--- src/design/rsd_pkg.sv ---
// shared types, constants and helper functions for the room signed distance block
package rsd_pkg;

    localparam int MAX_VERTICES_DEF = 64;
    localparam int CORDIC_STEPS     = 24;
    localparam int XW               = 34;   // cordic and multiplier operand width
    localparam int ZW               = 28;   // cordic angle width
    localparam int PW               = 68;   // product width
    localparam int ACW              = 70;   // accumulator width
    localparam int SQ_STEPS         = 32;
    localparam int DIV_STEPS        = 32;

    localparam logic signed [ZW-1:0] ANG_HALF_PI = 28'sd26353589;
    localparam logic signed [ZW-1:0] ANG_PI      = 28'sd52707179;
    localparam logic signed [XW-1:0] CORDIC_GAIN = 34'sd652032875;
    localparam logic signed [31:0]   DIST_MAX    = 32'sh7fffffff;

    typedef enum logic [2:0] {
        CFG_POLY_MODE,
        CFG_POSE_X,
        CFG_POSE_Y,
        CFG_HEADING,
        CFG_HALF_WIDTH,
        CFG_HALF_LENGTH,
        CFG_HALF_HEIGHT,
        CFG_VERTEX_COUNT
    } t_cfg_idx;

    typedef enum logic [5:0] {
        OP_NONE, OP_WRITE, OP_LOAD, OP_CORDIC, OP_TRIG_FIN,
        OP_ROT_CPX, OP_ROT_X0, OP_ROT_X1, OP_ROT_Y0, OP_ROT_Y1,
        OP_BOX_D, OP_BOX_M0, OP_BOX_M1, OP_BOX_M2, OP_BOX_SUM,
        OP_SQRT_INIT, OP_SQRT, OP_OUT,
        OP_EDGE_FIRST, OP_RD_A, OP_LAT_A, OP_LAT_B,
        OP_LEN0, OP_LEN1, OP_DOT0, OP_DOT1, OP_DOT,
        OP_DECIDE, OP_DIV, OP_QX, OP_QY, OP_DQ,
        OP_DD0, OP_DD1, OP_BEST
    } t_op;

    typedef enum logic [5:0] {
        ST_IDLE, ST_CORDIC, ST_TRIG_FIN,
        ST_ROT_CPX, ST_ROT_X0, ST_ROT_X1, ST_ROT_Y0, ST_ROT_Y1,
        ST_BOX_D, ST_BOX_M0, ST_BOX_M1, ST_BOX_M2, ST_BOX_SUM,
        ST_SQRT_INIT, ST_SQRT, ST_OUT,
        ST_P_START, ST_RD_A, ST_LAT_A, ST_LAT_B,
        ST_LEN0, ST_LEN1, ST_DOT0, ST_DOT1, ST_DOT,
        ST_DECIDE, ST_DIV, ST_QX, ST_QY, ST_DQ,
        ST_DD0, ST_DD1, ST_BEST
    } t_state;

    typedef struct packed {
        t_op        op;
        logic [4:0] step;
    } t_cmd;

    typedef struct packed {
        logic poly_mode;
        logic n_zero;
        logic last_edge;
        logic div_needed;
    } t_status;

    function automatic logic signed [ZW-1:0] atan_lut(input logic [4:0] idx);
        logic signed [ZW-1:0] v;
        case (idx)
            5'd0:    v = 28'sd13176795;
            5'd1:    v = 28'sd7778716;
            5'd2:    v = 28'sd4110060;
            5'd3:    v = 28'sd2086331;
            5'd4:    v = 28'sd1047214;
            5'd5:    v = 28'sd524117;
            5'd6:    v = 28'sd262123;
            5'd7:    v = 28'sd131069;
            5'd8:    v = 28'sd65536;
            5'd9:    v = 28'sd32768;
            5'd10:   v = 28'sd16384;
            5'd11:   v = 28'sd8192;
            5'd12:   v = 28'sd4096;
            5'd13:   v = 28'sd2048;
            5'd14:   v = 28'sd1024;
            5'd15:   v = 28'sd512;
            5'd16:   v = 28'sd256;
            5'd17:   v = 28'sd128;
            5'd18:   v = 28'sd64;
            5'd19:   v = 28'sd32;
            5'd20:   v = 28'sd16;
            5'd21:   v = 28'sd8;
            5'd22:   v = 28'sd4;
            5'd23:   v = 28'sd2;
            default: v = '0;
        endcase
        return v;
    endfunction

    function automatic logic signed [31:0] sat32(input logic signed [ACW-1:0] v);
        logic [ACW-32:0] hi;
        hi = v[ACW-1:31];
        if ((&hi) || !(|hi)) begin
            return v[31:0];
        end
        return v[ACW-1] ? 32'sh80000000 : DIST_MAX;
    endfunction

endpackage

--- src/design/rsd_ctrl.sv ---
// sequencer for cordic, rotation, box distance, polygon edge walk with division and square root
module rsd_ctrl (
    input  logic            i_clk,
    input  logic            i_rst_n,
    input  logic            i_start,
    input  logic            i_req_type,
    input  rsd_pkg::t_status i_status,
    output logic            o_busy,
    output rsd_pkg::t_cmd   o_cmd
);
    import rsd_pkg::*;

    t_state     r_state, n_state;
    logic [4:0] r_step, n_step;

    always_ff @(posedge i_clk) begin
        if (!i_rst_n) begin
            r_state <= ST_IDLE;
            r_step  <= '0;
        end else begin
            r_state <= n_state;
            r_step  <= n_step;
        end
    end

    always_comb begin
        n_state     = r_state;
        n_step      = '0;
        o_cmd.op    = OP_NONE;
        o_cmd.step  = r_step;
        case (r_state)
            ST_IDLE: begin
                if (i_start) begin
                    if (i_req_type) begin
                        o_cmd.op = OP_WRITE;
                    end else begin
                        o_cmd.op = OP_LOAD;
                        n_state  = ST_CORDIC;
                    end
                end
            end
            ST_CORDIC: begin
                o_cmd.op = OP_CORDIC;
                n_step   = r_step + 5'd1;
                if (r_step == 5'(CORDIC_STEPS - 1)) begin
                    n_state = ST_TRIG_FIN;
                end
            end
            ST_TRIG_FIN: begin o_cmd.op = OP_TRIG_FIN; n_state = ST_ROT_CPX; end
            ST_ROT_CPX:  begin o_cmd.op = OP_ROT_CPX;  n_state = ST_ROT_X0;  end
            ST_ROT_X0:   begin o_cmd.op = OP_ROT_X0;   n_state = ST_ROT_X1;  end
            ST_ROT_X1:   begin o_cmd.op = OP_ROT_X1;   n_state = ST_ROT_Y0;  end
            ST_ROT_Y0:   begin o_cmd.op = OP_ROT_Y0;   n_state = ST_ROT_Y1;  end
            ST_ROT_Y1: begin
                o_cmd.op = OP_ROT_Y1;
                n_state  = i_status.poly_mode ? ST_P_START : ST_BOX_D;
            end
            ST_BOX_D:    begin o_cmd.op = OP_BOX_D;    n_state = ST_BOX_M0;  end
            ST_BOX_M0:   begin o_cmd.op = OP_BOX_M0;   n_state = ST_BOX_M1;  end
            ST_BOX_M1:   begin o_cmd.op = OP_BOX_M1;   n_state = ST_BOX_M2;  end
            ST_BOX_M2:   begin o_cmd.op = OP_BOX_M2;   n_state = ST_BOX_SUM; end
            ST_BOX_SUM:  begin o_cmd.op = OP_BOX_SUM;  n_state = ST_SQRT_INIT; end
            ST_SQRT_INIT: begin o_cmd.op = OP_SQRT_INIT; n_state = ST_SQRT; end
            ST_SQRT: begin
                o_cmd.op = OP_SQRT;
                n_step   = r_step + 5'd1;
                if (r_step == 5'(SQ_STEPS - 1)) begin
                    n_state = ST_OUT;
                end
            end
            ST_OUT: begin o_cmd.op = OP_OUT; n_state = ST_IDLE; end
            ST_P_START: begin
                o_cmd.op = OP_EDGE_FIRST;
                n_state  = i_status.n_zero ? ST_OUT : ST_RD_A;
            end
            ST_RD_A:  begin o_cmd.op = OP_RD_A;  n_state = ST_LAT_A; end
            ST_LAT_A: begin o_cmd.op = OP_LAT_A; n_state = ST_LAT_B; end
            ST_LAT_B: begin o_cmd.op = OP_LAT_B; n_state = ST_LEN0;  end
            ST_LEN0:  begin o_cmd.op = OP_LEN0;  n_state = ST_LEN1;  end
            ST_LEN1:  begin o_cmd.op = OP_LEN1;  n_state = ST_DOT0;  end
            ST_DOT0:  begin o_cmd.op = OP_DOT0;  n_state = ST_DOT1;  end
            ST_DOT1:  begin o_cmd.op = OP_DOT1;  n_state = ST_DOT;   end
            ST_DOT:   begin o_cmd.op = OP_DOT;   n_state = ST_DECIDE; end
            ST_DECIDE: begin
                o_cmd.op = OP_DECIDE;
                n_state  = i_status.div_needed ? ST_DIV : ST_DD0;
            end
            ST_DIV: begin
                o_cmd.op = OP_DIV;
                n_step   = r_step + 5'd1;
                if (r_step == 5'(DIV_STEPS - 1)) begin
                    n_state = ST_QX;
                end
            end
            ST_QX:  begin o_cmd.op = OP_QX;  n_state = ST_QY;  end
            ST_QY:  begin o_cmd.op = OP_QY;  n_state = ST_DQ;  end
            ST_DQ:  begin o_cmd.op = OP_DQ;  n_state = ST_DD0; end
            ST_DD0: begin o_cmd.op = OP_DD0; n_state = ST_DD1; end
            ST_DD1: begin o_cmd.op = OP_DD1; n_state = ST_BEST; end
            ST_BEST: begin
                o_cmd.op = OP_BEST;
                n_state  = i_status.last_edge ? ST_SQRT_INIT : ST_RD_A;
            end
            default: n_state = ST_IDLE;
        endcase
    end

    assign o_busy = (r_state != ST_IDLE);
endmodule

--- config.mk ---
export PLATFORM = sky130hd
export DESIGN_NAME = rsd_ctrl
export DESIGN_NICKNAME = d
export VERILOG_FILES = /design/src/design/rsd_pkg.sv /design/src/design/rsd_ctrl.sv
export SDC_FILE = /design/constraint.sdc
export NUM_CORES = 1
export LEC_CHECK = 0
export BUFFER_PORTS_ARGS = -buffer_cell sky130_fd_sc_hd__buf_2
export CAP_MARGIN = 20
export CORE_AREA = 4 4 48 50
export DETAILED_ROUTE_END_ITERATION = 8
export DIE_AREA = 0 0 52 54
export PLACE_DENSITY = 0.77
export SYNTH_ARGS = -nofsm -noshare
export SYNTH_HDL_FRONTEND = slang
export SYNTH_SLANG_ARGS = --single-unit
export TNS_END_PERCENT = 1
--- constraint.sdc ---
create_clock -name i_clk -period 2.2 [get_ports i_clk]
set_input_delay 0.33 -clock i_clk [delete_from_list [all_inputs] [get_ports i_clk]]
set_output_delay 0.33 -clock i_clk [all_outputs]
set_load 0.05 [all_outputs]
## After elaboration in Yosys (flattened, before gate mapping)

Cells that the tools add are included.

- Register bits after elaboration: 11
- Input bits: 8
- Output and inout bits: 12
- Word-level logic and storage cells: 60

- Add/subtract/negate cells: 1
- Eq/ne operators: 39
- Mux-type cells: 13
- Reduce and logical (&&, ||, !) cells: 5

Operators by type and width:

| cell | count |
|---|---|
| $pmux W6 S33 | 1 |
| $pmux W6 S32 | 1 |
| $eq A6 B5 Y1 const B | 16 |
| $eq A6 B4 Y1 const B | 8 |
| $mux W6 | 5 |
| $eq A6 B3 Y1 const B | 4 |
| $mux W5 | 3 |
| $eq A6 B2 Y1 const B | 2 |
| $eq A5 B5 Y1 const B | 2 |
| $ne A2 B2 Y1 const B | 5 |
| $eq A6 B1 Y1 const B | 1 |
| $eq A6 B6 Y1 const B | 1 |
| $logic_not A6 Y1 | 1 |
| $reduce_bool A6 Y1 | 1 |
| $add A5 B1 Y5 const B | 1 |
| $reduce_and A5 Y1 | 1 |
| $mux W2 | 2 |
| $mux W3 | 1 |
| $reduce_or A3 Y1 | 1 |
| $reduce_and A2 Y1 | 1 |

## Logic depth before layout (Yosys ltp)

- Word-level depth: 3
- Mapped depth: 6
- Depth with buffers taken out: 5

## Least setup slack after synthesis

OpenSTA, ideal clock, no wires.

- Path type: reg-to-output
- From: register r_state[2]
- To: output o_cmd[10] (netlist name)
- Arrival time: 1850 ps
- Required time: 1870 ps
- Slack: 20 ps
- Cell stages (with the launch flop): 5
- Path buffers: 1
- Cell sequence: dfxtp_1 -> buf_6 -> and2_1 -> nand2_1 -> o21ai_0

RTL lines:

| item | line | RTL |
|---|---|---|
| from (decl) | rsd_ctrl.sv:13 | `t_state r_state, n_state;` |
| from (signal assigned) | rsd_ctrl.sv:21 | `r_state <= n_state;` |
| to (decl) | rsd_ctrl.sv:9 | `output rsd_pkg::t_cmd o_cmd` |

==> impl_metrics.env <==
export IMPL_status="finished, final reports clean"
export IMPL_criticalPathCategory="reg2out"
export IMPL_postSynthNetCount=130
export IMPL_ratio_of_final_minimum_period_to_clock_period_pct=91.8
export IMPL_globalRouteOverflowTotal=0
export IMPL_cts_max_level=1
export IMPL_hold_viol=0
export IMPL_synth_largest_area_cell="dfxtp_1"
export IMPL_number_of_synthesized_register_bits=11
export IMPL_final_layout_size_suffix_gt1_share_pct=28.3
export IMPL_worst_clock_skew_ns=0.00333
export IMPL_cts_hold_buf=0
export IMPL_nFillCells=172
export IMPL_fin_setup_tns_ns=0
export IMPL_yosysWarningCount=0
export IMPL_worst_setup_hold_path_clk_slew_ns=0.07
export IMPL_arrival_ns=1.69
export IMPL_detail_route_first_pass_iterations=4
export IMPL_grt_pass1_vias=849
export IMPL_power_density_cell_area_nw_per_um2=567
export IMPL_min_tclk_post_route_ns=2.02
export IMPL_drt_wirelength_per_cell_um=13.5
export IMPL_top_level_ports=20
export IMPL_worst_hold_path_type="in2reg"
export IMPL_cts_buffers_inserted=3
export IMPL_synth_top_cells_by_area="dfxtp_1 22%, buf_6 9.1%, nand2_1 3.8%"
export IMPL_chipHeight_um=54
export IMPL_layout_area_seq_um2=223
export IMPL_cts_tree="done"
export IMPL_vdd_ir_drop_max_mv=0.462
export IMPL_post_synth_top_count_cell="dfxtp_1"
export IMPL_clock_root_buffer="clkbuf_4"
export IMPL_place_detailed_instances=161
export IMPL_placeableCoreArea_um2=1900
export IMPL_floorplan_rows=16
export IMPL_placed_area_um2=1050
export IMPL_area_of_combinational_cells_with_multiple_inputs_um2=649
export IMPL_syn_to_final_growth_pct=10.5
export IMPL_grt_start_max_net_pins=21
export IMPL_worstSetupEndpointType="output port"
export IMPL_num_antenna_cells=0
export IMPL_finalMaxSlewViolations=0
export IMPL_gr_usage_all_layers_pct=18.2
export IMPL_postSynthAreaPerCell_um2=8.27
export IMPL_setup_worst_path_start_class="flop"
export IMPL_max_freq_mhz=495
export IMPL_finalSetupViolCount=0
export IMPL_syn_inst=120
export IMPL_viasPerCell=5.74
export IMPL_dp_hpwl_um=1730
export IMPL_antenna_violating_nets_remaining=0
export IMPL_drt_iter0_markers=25
export IMPL_vias=947
export IMPL_wl_um=2230
export IMPL_drcViolationCount=0
export IMPL_grt_antenna_before_repair=0
export IMPL_ys_types=42
export IMPL_clkLatencyLatePin_ns=0.27
export IMPL_buffer_ports_inserted=19
export IMPL_synth_cell_area_um2=992
export IMPL_critical_path_peak_fanout=6
export IMPL_globalplace_congestion=0.883
export IMPL_chipWidth_um=52
export IMPL_ctsLongestPathBuffers=2
export IMPL_nNetsFinal=149
export IMPL_required_time_of_the_worst_setup_path_ns=1.87
export IMPL_design_area_um2=1100
export IMPL_synth_enable_flop_cells=0
export IMPL_relSlewSlack_pct=72.7
export IMPL_synth_common_cells="11 x dfxtp_1, 10 x nand2_1, 9 x nor2_1"
export IMPL_grt_setup_unrepaired="no"
export IMPL_start_util_pct=52.2
export IMPL_synth_ff_type="dfxtp_1"
export IMPL_static_leakage_nw=0.476
export IMPL_final_instance_count_excl_fill=165
export IMPL_asyncSetResetFlopFracSynth_pct=0
export IMPL_worst_pin_slew_ns=0.409
export IMPL_wire_length_of_the_first_global_routing_pass_um=3840
export IMPL_yosysTopAreaCellShare_pct=22.2
export IMPL_cts_sinks=11
export IMPL_maxCapViolCount=0
export IMPL_seq_area_frac_synth_pct=22.2
export IMPL_fp_dieArea_um2=2810
## report_power, final
part	internal (W)	switching (W)
logic	0.0000831	0.000158
clock network	0.0000701	0.0000670
registers	0.000210	0.0000332
## per-stage QoR
| stage | hold slack (ns) | setup slack, ns | util, % | power (W) |
|---|---|---|---|---|
| 2_1_floorplan | 0.447 | 0.0196 | - | 0.000451 |
| 3_3_place_gp | 0.459 | 0.384 | 55.4 | 0.000477 |
| 3_5_place_dp | 0.468 | 0.380 | 55.4 | 0.000481 |
| 4_1_cts | 0.347 | 0.0785 | 56.8 | 0.000617 |
| 5_1_grt | 0.338 | 0.0452 | 57.6 | 0.000664 |
| 6_report | 0.345 | 0.180 | 57.6 | 0.000621 |
## critical path, stage by stage (launching register included)
cell	delay, ns
dfxtp_1	0.36
buf_4	0.19
nor4_4	0.34
mux2i_1	0.12
o2111ai_1	0.18
buf_4	0.23
## registers in the layout (all words and copies together) (netlist names)
| register | count |
|---|---|
| r_step | 5 |
| r_state | 6 |
## what timing repair did
| action | CTS | global route |
|---|---|---|
| setup endpoints to repair | 0 | 3 |
| gates resized for setup | 0 | 7 |
| setup buffers | 0 | 0 |
| endpoints found under the hold margin | 0 | 0 |
## cells by family after synthesis
| logic type | share of synthesized area [%] |
|---|---|
| AO/OA/AOI/OAI | 22.2 |
| flip-flops | 22.2 |
| adder cells (fa/ha/maj) | 2.52 |
| buffers and inverters | 13.2 |
| XOR/XNOR | 5.30 |
| AND/OR/NAND/NOR | 33.5 |
| multiplexers | 1.01 |
## cells in the final DEF (no fill, tap or decap), types with 2 or more instances in the layout
master	count
buf_2	17
nand2_1	10
nor2_1	9
dfxtp_1	9
o21ai_0	7
inv_1	7
buf_4	7
nand3_1	6
xnor2_1	4
and2_1	4
o21a_1	4
a21oi_1	4
and3_1	3
nor2b_1	3
nor3_1	3
clkbuf_4	3
nor4_4	2
nand2b_1	2
o22ai_1	2
nand4_1	2
xor2_1	2
o31a_1	2
o211ai_2	2
ha_1	2
dfxtp_2	2
## metal layers
metal / track usage (%) / routed length [um]
met1: 23.0 / 984
met2: 30.5 / 1100
met3: 1.94 / 110
met4: 9.17 / 30
met5: 0 / 0
## final timing paths
| check | cells after the start | startpoint | slack, ns | endpoint |
|---|---|---|---|---|
| setup / recovery | 5 | r_state[2] | 0.18 | o_cmd[6] |
| hold / removal | 2 | i_rst_n | 0.34 | r_state[3] |
| setup reg to reg | 5 | r_state[4] | 0.44 | r_state[3] |
| hold reg to reg | 1 | r_step[0] | 0.48 | r_step[0] |
## area by class of cell
cell class | count | area share [%]
Inverter | 7 | 2.40
Tap cell | 27 | 3.08
Clock buffer | 4 | 2.40
Timing Repair Buffer | 24 | 12.6
Multi-Input combinational cell | 92 | 59.2
Sequential cell | 11 | 20.3
No activity file was read; power rests on OpenSTA's default activity.
